[src/rtce_pkg.sv]
// rtce_pkg: shared types, constants and helpers for the RTC BCD time to
// epoch seconds core. No dependencies; imported by rtce_decode and the top.
`timescale 1ns / 1ps

package rtce_pkg;

  // pipeline depth of the core (register stages, output stage included)
  localparam int NSTG = 6;

  localparam logic [15:0] YEAR_EPOCH  = 16'd1970;
  localparam logic [14:0] LEAPS_1969  = 15'd477;   // leap years in 1..1969
  localparam logic [31:0] DAY_SEC     = 32'd86400;
  localparam logic [19:0] HOUR_SEC    = 20'd3600;
  localparam logic [19:0] MIN_SEC     = 20'd60;

  // floor(n / 100) = (n * RECIP_100) >> RECIP_SHIFT, exact for n < 43690
  localparam int          RECIP_SHIFT = 19;
  localparam logic [12:0] RECIP_100   = 13'd5243;
  localparam int          YR_W        = 15;          // year value width
  localparam int          PROD_W      = YR_W + 13;
  localparam int          Q_W         = PROD_W - RECIP_SHIFT;

  typedef enum logic [1:0] {
    REG_BCD_MODE      = 2'd0,
    REG_TWELVE_HOUR   = 2'd1,
    REG_CENTURY_VALID = 2'd2,
    REG_BASE_YEAR     = 2'd3
  } cfg_reg_e_t;

  typedef struct packed {
    logic        bcd_mode;
    logic        twelve_hour_mode;
    logic        century_valid;
    logic [13:0] base_year;
  } cfg_t;

  typedef struct packed {
    logic [7:0]  second;
    logic [7:0]  minute;
    logic [7:0]  hour;
    logic [7:0]  weekday;
    logic [7:0]  day;
    logic [7:0]  month;
    logic [15:0] full_year;
  } fields_t;

  // hi*10 + lo, nibbles above 9 taken as they are (max 165)
  function automatic logic [7:0] nibble_pair_value(input logic [7:0] v);
    return {1'b0, v[7:4], 3'b000} + {3'b000, v[7:4], 1'b0} + {4'b0000, v[3:0]};
  endfunction

  function automatic logic [7:0] dec_byte(input logic bcd, input logic [7:0] v);
    return bcd ? nibble_pair_value(v) : v;
  endfunction

  // days before month (idx = month - 1), idx 12 is a full year
  function automatic logic [8:0] days_before(input logic [3:0] idx);
    logic [8:0] d;
    case (idx)
      4'd0:    d = 9'd0;
      4'd1:    d = 9'd31;
      4'd2:    d = 9'd59;
      4'd3:    d = 9'd90;
      4'd4:    d = 9'd120;
      4'd5:    d = 9'd151;
      4'd6:    d = 9'd181;
      4'd7:    d = 9'd212;
      4'd8:    d = 9'd243;
      4'd9:    d = 9'd273;
      4'd10:   d = 9'd304;
      4'd11:   d = 9'd334;
      4'd12:   d = 9'd365;
      default: d = 9'd0;
    endcase
    return d;
  endfunction

endpackage

[src/rtce_decode.sv]
// rtce_decode: front-end decode of one raw RTC snapshot (BCD, 12-hour
// hours, full year). Combinational; depends on rtce_pkg.
`timescale 1ns / 1ps

module rtce_decode (
  input  rtce_pkg::cfg_t    cfg,
  input  logic [7:0]        raw_second,
  input  logic [7:0]        raw_minute,
  input  logic [7:0]        raw_hour,
  input  logic [7:0]        raw_weekday,
  input  logic [7:0]        raw_day,
  input  logic [7:0]        raw_month,
  input  logic [7:0]        raw_year,
  input  logic [7:0]        raw_century,
  output rtce_pkg::fields_t fld
);
  import rtce_pkg::*;

  logic [7:0]  hr_src;
  logic        pm;
  logic [7:0]  hr_dec;
  logic [7:0]  hr_12;
  logic [7:0]  yr2;
  logic [7:0]  cent;
  logic [15:0] cent_x100;

  always_comb begin
    // PM flag is only meaningful in 12-hour mode
    pm     = cfg.twelve_hour_mode & raw_hour[7];
    hr_src = cfg.twelve_hour_mode ? {1'b0, raw_hour[6:0]} : raw_hour;
    hr_dec = dec_byte(cfg.bcd_mode, hr_src);
    hr_12  = (hr_dec == 8'd12) ? 8'd0 : hr_dec;

    yr2       = dec_byte(cfg.bcd_mode, raw_year);
    cent      = dec_byte(cfg.bcd_mode, raw_century);
    cent_x100 = {2'b00, cent, 6'b000000} + {3'b000, cent, 5'b00000}
              + {6'b000000, cent, 2'b00};

    fld.second  = dec_byte(cfg.bcd_mode, raw_second);
    fld.minute  = dec_byte(cfg.bcd_mode, raw_minute);
    fld.weekday = dec_byte(cfg.bcd_mode, raw_weekday);
    fld.day     = dec_byte(cfg.bcd_mode, raw_day);
    fld.month   = dec_byte(cfg.bcd_mode, raw_month);
    if (cfg.twelve_hour_mode) begin
      fld.hour = pm ? hr_12 + 8'd12 : hr_12;
    end else begin
      fld.hour = hr_dec;
    end
    if (cfg.century_valid) begin
      fld.full_year = cent_x100 + {8'h00, yr2};
    end else begin
      fld.full_year = {2'b00, cfg.base_year} + {8'h00, yr2};
    end
  end

endmodule

[src/rtc_bcd_time_to_epoch_seconds_core.sv]
// rtc_bcd_time_to_epoch_seconds_core: six-stage pipeline from raw RTC bytes
// to decoded fields and Unix seconds. Depends on rtce_pkg and rtce_decode.
// Throughput: one beat per cycle; every stage is one register deep and the
// pipeline only halts when all stages are full and out_stall is high.
// Reset (rst_n low, synchronous): all stage valid bits clear, config
// registers return to bcd_mode=1, twelve_hour_mode=0, century_valid=0,
// base_year=2000.
`timescale 1ns / 1ps

module rtc_bcd_time_to_epoch_seconds_core (
  input  logic        clk,
  input  logic        rst_n,
  // config port (APB-style)
  input  logic        psel,
  input  logic        penable,
  input  logic        pwrite,
  input  logic [3:0]  paddr,
  input  logic [31:0] pwdata,
  output logic [31:0] prdata,
  output logic        pready,
  // input beat
  input  logic        in_valid,
  output logic        in_stall,
  input  logic [7:0]  in_raw_second,
  input  logic [7:0]  in_raw_minute,
  input  logic [7:0]  in_raw_hour,
  input  logic [7:0]  in_raw_weekday,
  input  logic [7:0]  in_raw_day,
  input  logic [7:0]  in_raw_month,
  input  logic [7:0]  in_raw_year,
  input  logic [7:0]  in_raw_century,
  // result beat
  output logic        out_valid,
  input  logic        out_stall,
  output logic [7:0]  out_second,
  output logic [7:0]  out_minute,
  output logic [7:0]  out_hour,
  output logic [7:0]  out_weekday,
  output logic [7:0]  out_day,
  output logic [7:0]  out_month,
  output logic [15:0] out_full_year,
  output logic [31:0] out_epoch_seconds
);
  import rtce_pkg::*;

  // ---------------------------------------------------------------------
  // Config registers. pready is tied high, so a write lands on the access
  // cycle. paddr[3:2] selects the register; all four codes are defined.
  // ---------------------------------------------------------------------
  cfg_t       cfg_r;
  cfg_t       cfg_nxt;
  logic       cfg_wr;
  cfg_reg_e_t cfg_sel;

  assign pready  = 1'b1;
  assign cfg_wr  = psel && penable && pwrite;
  assign cfg_sel = cfg_reg_e_t'(paddr[3:2]);

  always_comb begin
    cfg_nxt = cfg_r;
    if (cfg_wr) begin
      unique case (cfg_sel)
        REG_BCD_MODE:      cfg_nxt.bcd_mode         = pwdata[0];
        REG_TWELVE_HOUR:   cfg_nxt.twelve_hour_mode = pwdata[0];
        REG_CENTURY_VALID: cfg_nxt.century_valid    = pwdata[0];
        REG_BASE_YEAR:     cfg_nxt.base_year        = pwdata[13:0];
        default:           cfg_nxt = cfg_r;
      endcase
    end
  end

  always_comb begin
    unique case (cfg_sel)
      REG_BCD_MODE:      prdata = {31'd0, cfg_r.bcd_mode};
      REG_TWELVE_HOUR:   prdata = {31'd0, cfg_r.twelve_hour_mode};
      REG_CENTURY_VALID: prdata = {31'd0, cfg_r.century_valid};
      REG_BASE_YEAR:     prdata = {18'd0, cfg_r.base_year};
      default:           prdata = 32'd0;
    endcase
  end

  always_ff @(posedge clk) begin
    if (!rst_n) begin
      cfg_r.bcd_mode         <= 1'b1;
      cfg_r.twelve_hour_mode <= 1'b0;
      cfg_r.century_valid    <= 1'b0;
      cfg_r.base_year        <= 14'd2000;
    end else begin
      cfg_r <= cfg_nxt;
    end
  end

  // ---------------------------------------------------------------------
  // Pipeline flow control. A stage moves when it is empty or when the
  // stage after it moves; the last stage moves when out_stall is low.
  // ---------------------------------------------------------------------
  logic [NSTG-1:0] vld_r;
  logic [NSTG-1:0] vld_in;
  logic [NSTG-1:0] adv;

  always_comb begin
    adv[NSTG-1] = !vld_r[NSTG-1] || !out_stall;
    for (int k = NSTG - 2; k >= 0; k--) begin
      adv[k] = !vld_r[k] || adv[k+1];
    end
  end

  assign vld_in   = {vld_r[NSTG-2:0], in_valid};
  assign in_stall = !adv[0];

  always_ff @(posedge clk) begin
    if (!rst_n) begin
      vld_r <= '0;
    end else begin
      for (int k = 0; k < NSTG; k++) begin
        if (adv[k]) begin
          vld_r[k] <= vld_in[k];
        end
      end
    end
  end

  // decoded fields ride along every stage
  fields_t dec_fld;
  fields_t fld_r  [NSTG];
  fields_t fld_in [NSTG];

  rtce_decode u_decode (
    .cfg         (cfg_r),
    .raw_second  (in_raw_second),
    .raw_minute  (in_raw_minute),
    .raw_hour    (in_raw_hour),
    .raw_weekday (in_raw_weekday),
    .raw_day     (in_raw_day),
    .raw_month   (in_raw_month),
    .raw_year    (in_raw_year),
    .raw_century (in_raw_century),
    .fld         (dec_fld)
  );

  always_comb begin
    fld_in[0] = dec_fld;
    for (int k = 1; k < NSTG; k++) begin
      fld_in[k] = fld_r[k-1];
    end
  end

  always_ff @(posedge clk) begin
    for (int k = 0; k < NSTG; k++) begin
      if (adv[k]) begin
        fld_r[k] <= fld_in[k];
      end
    end
  end

  // ---------------------------------------------------------------------
  // Stage 1: year >= 1970 check, year offset, and year/100 for both the
  // year and the year before it (reciprocal multiply).
  // ---------------------------------------------------------------------
  logic [YR_W-1:0]   yr1;
  logic [YR_W-1:0]   n1;
  logic [PROD_W-1:0] prod_y;
  logic [PROD_W-1:0] prod_n;
  logic              ge_s1_nxt;
  logic [YR_W-1:0]   yoff_s1_nxt;
  logic              ge_s1_r;
  logic [YR_W-1:0]   yoff_s1_r;
  logic [YR_W-1:0]   n_s1_r;
  logic [Q_W-1:0]    qy_s1_r;
  logic [Q_W-1:0]    qn_s1_r;

  always_comb begin
    // year is below 2^15 in every mode (max 255*100 + 255)
    yr1         = fld_r[0].full_year[YR_W-1:0];
    n1          = yr1 - YR_W'(1);
    prod_y      = PROD_W'(yr1) * PROD_W'(RECIP_100);
    prod_n      = PROD_W'(n1) * PROD_W'(RECIP_100);
    ge_s1_nxt   = fld_r[0].full_year >= YEAR_EPOCH;
    yoff_s1_nxt = yr1 - YEAR_EPOCH[YR_W-1:0];
  end

  always_ff @(posedge clk) begin
    if (adv[1]) begin
      ge_s1_r   <= ge_s1_nxt;
      yoff_s1_r <= yoff_s1_nxt;
      n_s1_r    <= n1;
      qy_s1_r   <= prod_y[PROD_W-1:RECIP_SHIFT];
      qn_s1_r   <= prod_n[PROD_W-1:RECIP_SHIFT];
    end
  end

  // ---------------------------------------------------------------------
  // Stage 2: leap flag, leap years since 1970, 365 * year offset, and the
  // time-of-day seconds.
  // ---------------------------------------------------------------------
  logic [YR_W-1:0] qy_x100;
  logic            cent_yr;
  logic            leap_s2_nxt;
  logic [YR_W-1:0] leaps_w;
  logic [23:0]     y365_s2_nxt;
  logic [19:0]     hms_s2_nxt;
  logic            ge_s2_r;
  logic            leap_s2_r;
  logic [12:0]     leaps_s2_r;
  logic [23:0]     y365_s2_r;
  logic [19:0]     hms_s2_r;

  always_comb begin
    qy_x100     = YR_W'(qy_s1_r) * YR_W'(100);
    cent_yr     = qy_x100 == fld_r[1].full_year[YR_W-1:0];
    // century years are leap only when year/100 is a multiple of four
    leap_s2_nxt = (fld_r[1].full_year[1:0] == 2'b00 && !cent_yr)
               || (cent_yr && qy_s1_r[1:0] == 2'b00);
    leaps_w     = (n_s1_r >> 2) + YR_W'(qn_s1_r >> 2) - YR_W'(qn_s1_r) - LEAPS_1969;
    y365_s2_nxt = 24'(yoff_s1_r) * 24'd365;
    hms_s2_nxt  = 20'(fld_r[1].hour) * HOUR_SEC + 20'(fld_r[1].minute) * MIN_SEC
                + 20'(fld_r[1].second);
  end

  always_ff @(posedge clk) begin
    if (adv[2]) begin
      ge_s2_r    <= ge_s1_r;
      leap_s2_r  <= leap_s2_nxt;
      leaps_s2_r <= leaps_w[12:0];
      y365_s2_r  <= y365_s2_nxt;
      hms_s2_r   <= hms_s2_nxt;
    end
  end

  // ---------------------------------------------------------------------
  // Stage 3: whole-year days and days before the month. Month 0 adds
  // nothing; months past 13 add a full year plus 30 days each.
  // ---------------------------------------------------------------------
  logic [7:0]  mon3;
  logic [12:0] mdays_s3_nxt;
  logic [23:0] daysy_s3_nxt;
  logic        ge_s3_r;
  logic [23:0] daysy_s3_r;
  logic [12:0] mdays_s3_r;
  logic [19:0] hms_s3_r;

  always_comb begin
    mon3         = fld_r[2].month;
    daysy_s3_nxt = y365_s2_r + 24'(leaps_s2_r);
    if (mon3 == 8'd0) begin
      mdays_s3_nxt = 13'd0;
    end else if (mon3 <= 8'd13) begin
      mdays_s3_nxt = 13'(days_before(4'(mon3 - 8'd1)))
                   + 13'(leap_s2_r && mon3 > 8'd2);
    end else begin
      mdays_s3_nxt = 13'd365 + 13'(leap_s2_r) + 13'(mon3 - 8'd13) * 13'd30;
    end
  end

  always_ff @(posedge clk) begin
    if (adv[3]) begin
      ge_s3_r    <= ge_s2_r;
      daysy_s3_r <= daysy_s3_nxt;
      mdays_s3_r <= mdays_s3_nxt;
      hms_s3_r   <= hms_s2_r;
    end
  end

  // ---------------------------------------------------------------------
  // Stage 4: total day count, mod 2^32 (day 0 steps back one day).
  // ---------------------------------------------------------------------
  logic [31:0] days_s4_nxt;
  logic        ge_s4_r;
  logic [31:0] days_s4_r;
  logic [19:0] hms_s4_r;

  assign days_s4_nxt = 32'(daysy_s3_r) + 32'(mdays_s3_r) + 32'(fld_r[3].day) - 32'd1;

  always_ff @(posedge clk) begin
    if (adv[4]) begin
      ge_s4_r   <= ge_s3_r;
      days_s4_r <= days_s4_nxt;
      hms_s4_r  <= hms_s3_r;
    end
  end

  // ---------------------------------------------------------------------
  // Stage 5 (output): days * 86400 + time of day, zero before 1970.
  // ---------------------------------------------------------------------
  logic [31:0] epoch_s5_nxt;
  logic [31:0] epoch_s5_r;

  assign epoch_s5_nxt = ge_s4_r ? days_s4_r * DAY_SEC + 32'(hms_s4_r) : 32'd0;

  always_ff @(posedge clk) begin
    if (adv[5]) begin
      epoch_s5_r <= epoch_s5_nxt;
    end
  end

  assign out_valid         = vld_r[NSTG-1];
  assign out_second        = fld_r[NSTG-1].second;
  assign out_minute        = fld_r[NSTG-1].minute;
  assign out_hour          = fld_r[NSTG-1].hour;
  assign out_weekday       = fld_r[NSTG-1].weekday;
  assign out_day           = fld_r[NSTG-1].day;
  assign out_month         = fld_r[NSTG-1].month;
  assign out_full_year     = fld_r[NSTG-1].full_year;
  assign out_epoch_seconds = epoch_s5_r;

  // ---------------------------------------------------------------------
  // Assertions
  // ---------------------------------------------------------------------
  a_pre_epoch_zero: assert property (@(posedge clk) disable iff (!rst_n)
    out_valid && out_full_year < YEAR_EPOCH |-> out_epoch_seconds == 32'd0)
    else $error("epoch seconds nonzero for year before 1970");

  a_stall_only_full: assert property (@(posedge clk) disable iff (!rst_n)
    in_stall |-> (&vld_r) && out_stall)
    else $error("input stalled while pipeline has a free stage");

  a_drain: assert property (@(posedge clk) disable iff (!rst_n)
    out_valid && !out_stall && !vld_r[NSTG-2] |=> !out_valid)
    else $error("output beat repeated after being taken");

  a_base_year_wr: assert property (@(posedge clk) disable iff (!rst_n)
    cfg_wr && cfg_sel == REG_BASE_YEAR |=> cfg_r.base_year == $past(pwdata[13:0]))
    else $error("base_year write not taken");

endmodule

[config.mk]
export PLATFORM = sky130hd
export DESIGN_NAME = rtc_bcd_time_to_epoch_seconds_core
export DESIGN_NICKNAME = d
export VERILOG_FILES = /design/src/rtce_pkg.sv /design/src/rtce_decode.sv /design/src/rtc_bcd_time_to_epoch_seconds_core.sv
export SDC_FILE = /design/constraint.sdc
export NUM_CORES = 2
export LEC_CHECK = 0
export CORE_MARGIN = 4
export CORE_UTILIZATION = 40
export CTS_CLUSTER_DIAMETER = 150
export DETAILED_ROUTE_END_ITERATION = 10
export DONT_BUFFER_PORTS = 1
export GPL_TIMING_DRIVEN = 0
export PLACE_DENSITY = 0.52
export SYNTH_ARGS = -nofsm -noshare
export SYNTH_HDL_FRONTEND = slang
export SYNTH_SLANG_ARGS = --single-unit
[constraint.sdc]
create_clock -name clk -period 8 [get_ports clk]
set_input_delay 0 -clock clk [delete_from_list [all_inputs] [get_ports clk]]
set_output_delay 0 -clock clk [all_outputs]
set_load 0.1 [all_outputs]
==> impl_metrics.toml <==
[worst_setup_path]
crit_path_frequent_cell = "inv_1"
cpMaxStageDelayCell = "edfxtp_1"
max_stage_delay_ps = 710
critical_path_class = "reg -> reg"
end_kind = "flop"
crit_path_max_fanout = 10
arrival_ps = 7830
cp-start-kind = "flop"
worstPathRequired_ps = 8380

[drt]
drc = 0
drt-wirelength-per-cell_um = 17.08
routed-via-count = 26200
via_per_inst = 4.731
firstDrtPassIters = 5
drt-initial-drc-count = 1162
final_antenna_net_count = 0
drt-total-wl_um = 94580

[yosys]
seq_area_frac_synth_pct = 41.87
ys.flop_type = "edfxtp_1"
synth-edff-count = 618
syn-cell-area_mm2 = 0.04542
synthArstFlopShare_pct = 0
synth_most_common_cell = "inv_1"
ys_warn_count = 0
syn_inst = 3731
synth_seq_cells = 641
postSynthAreaPerCell_um2 = 12.17
synth_largest_area_cell = "edfxtp_1"
ys_top_cells_by_area = "edfxtp_1 41%, ha_1 18%, fa_1 14%"
synthTopCellsByCount = "701 x inv_1, 659 x ha_1, 618 x edfxtp_1, 313 x fa_1, 226 x xnor2_1"
ys_types = 74
yosys.area.top_type_share_pct = 40.86

[grt]
grt_start_max_net_pins = 80
grt_pass1_vias = 27290
globalRouteOverflowTotal = 0
antenna_found_initial = 6
grt_pass1_wl_um = 151200
grtUsageTotal_pct = 16.33

[timing]
timing.final.ws_setup_ps = 547.6
period_needed_ps = 7452
post-route-period-util_pct = 93.15
finalClockSkew_ps = 27.26
slew_headroom_pct = 25.91
max_clock_freq_ghz = 0.1342
drv_slew = 0
finalSetupViolCount = 0
worst_pin_slew_ps = 1111
finalHoldViolCount = 0

[cts]
cts.sinks = 641
clk_pin_slew_ps = 60
clk_path_buf_depth = 3
clk_latency_ps = 630
htreeDepth = 3
clock-root-buffer = "clkbuf_16"
cts_tree = "done"
numCtsBuffers = 73

[run]
maxCapViolCount = 0

[run_status]
status = "complete, no violations"

[worst_hold_path]
hp-class = "in -> reg"

[die]
die_w_um = 345.0
rows = 123
start_util_pct = 40.32
ioPinCount = 238
die_h_um = 345.0
core_mm2 = 0.1127
dieArea_mm2 = 0.1190

[place]
place_ws_ps = -803.9
dp.cells = 5256
place_congestion = 0.8221
portBuffers = 0
place_hpwl_um = 73720

[finish]
nFillCells = 10360
nets = 5059
fin_cells = 5538
drive_gt1_share_pct = 5.754
syn2layout_area_growth_pct = 13.46
[metal layers]
layer | wire length, um | GRT usage (%) | share of wire [%] | vias up
met5 | 0 | 0 | 0 | -
met4 | 2068 | 3.760 | 2.2 | 0
met3 | 4292 | 3.472 | 4.5 | 122
met2 | 44540 | 26.90 | 47 | 362
met1 | 43670 | 22.18 | 46 | 12550
li1 | - | - | - | 13170
[sequential cells by signal, indices dropped and copies added (netlist names), 6 cells and up]
name / count
hms_s3_r: 20
leaps_s2_r: 13
yoff_s1_r: 15
qy_s1_r: 9
hms_s2_r: 20
daysy_s3_r: 24
y365_s2_r: 24
out_epoch_seconds: 32
fld_r: 376
mdays_s3_r: 13
n_s1_r: 13
qn_s1_r: 9
vld_r: 6
days_s4_r: 25
hms_s4_r: 20
cfg_r: 17
[metrics by stage]
step                      hold WS (ps)  utilization [%]  setup TNS [ps]  cell area [um2]
after floorplan                  98.87                -               0            45480
after global placement           98.93            42.04           -1819            47360
after detailed placement         98.94            42.28           -2142            47630
after CTS                        7.670            45.56               0            51330
after global routing             17.63            45.73          -32.96            51520
final                            47.33            45.75               0            51540
[cells by family after synthesis]
family,count (synthesis),share of synthesized area (%)
other cells,2,0.01653
buf+inv,754,6.421
flops,641,41.87
mux,50,1.234
compound gates,484,6.892
fa+ha+maj,973,31.97
xor+xnor,295,5.719
simple gates,532,5.876
[area by class of cell]
type,instances,area [um2],share of cell area (%)
buffer,52,281.5,0.5463
sequential,641,19020,36.90
clock inverter,40,409.1,0.7939
antenna,6,15.01,0.02913
tap,1500,1877,3.642
clock buffer,87,1901,3.688
timing repair buffer,157,1664,3.229
multi-input combinational,2353,23720,46.02
inverter,702,2653,5.147
[layout by cell type, fill, tap and decap left out, types with 9 or more instances in the layout]
cell type	netlist	layout
clkinv_1	1	14
nor2b_1	39	39
mux2_2	38	38
ha_1	659	659
xor2_1	68	68
or2_2	10	10
o31ai_1	9	9
inv_1	701	695
o21bai_1	29	29
mux2i_1	11	11
a21boi_0	29	27
a21oi_1	152	152
a21o_1	58	58
o211ai_1	12	12
o2111ai_1	10	10
o21a_1	30	30
buf_4	19	38
dlygate4sd3_1	0	130
nor2_1	113	113
nand2b_1	34	34
a31oi_1	13	13
and2_1	34	34
nand2_1	138	135
conb_1	2	19
nand4_1	11	11
o31a_1	9	9
nor3_1	34	34
clkbuf_1	30	43
o21ai_0	85	85
xnor2_1	226	219
nand3_1	45	44
dfxtp_1	23	23
edfxtp_1	618	618
and3_1	33	33
fa_1	313	313
clkbuf_16	0	74
[worst max-delay path: cells and delay by family (launching register included)]
| family | cells | cell delay (ps) |
|---|---|---|
| DFF | 1 | 710 |
| buffers and inverters | 7 | 880 |
| and+or+nand+nor | 4 | 500 |
| AOI/OAI and AO/OA | 9 | 2040 |
| xor gates and xnor gates | 2 | 320 |
| adders and majority gates | 7 | 2740 |
[final timing paths]
path	from	to	slack (ps)	cells past startpoint
hold / removal	paddr[2]	cfg_r[11]$_SDFFE_PN0P_	50	4
setup / recovery	fld_r[0][7]$_DFFE_PN_	qn_s1_r[8]$_DFFE_PP_	550	29
setup reg to reg	fld_r[0][7]$_DFFE_PN_	qn_s1_r[8]$_DFFE_PP_	550	29
hold reg to reg	fld_r[4][35]$_DFFE_PP_	fld_r[5][35]$_DFFE_PP_	400	0
[timing repair]
item,in CTS,in global routing
hold buffers,130,0
endpoints found under the setup margin,4,3
gates resized for setup,10,12
gates cloned,0,0
pin swaps,0,2
buffers inserted,5,14
endpoints found under the hold margin,76,0
Power is left out: the tool's default activity adds up to more than one toggle a clock period on the data nets, which glitch-free logic cannot reach.
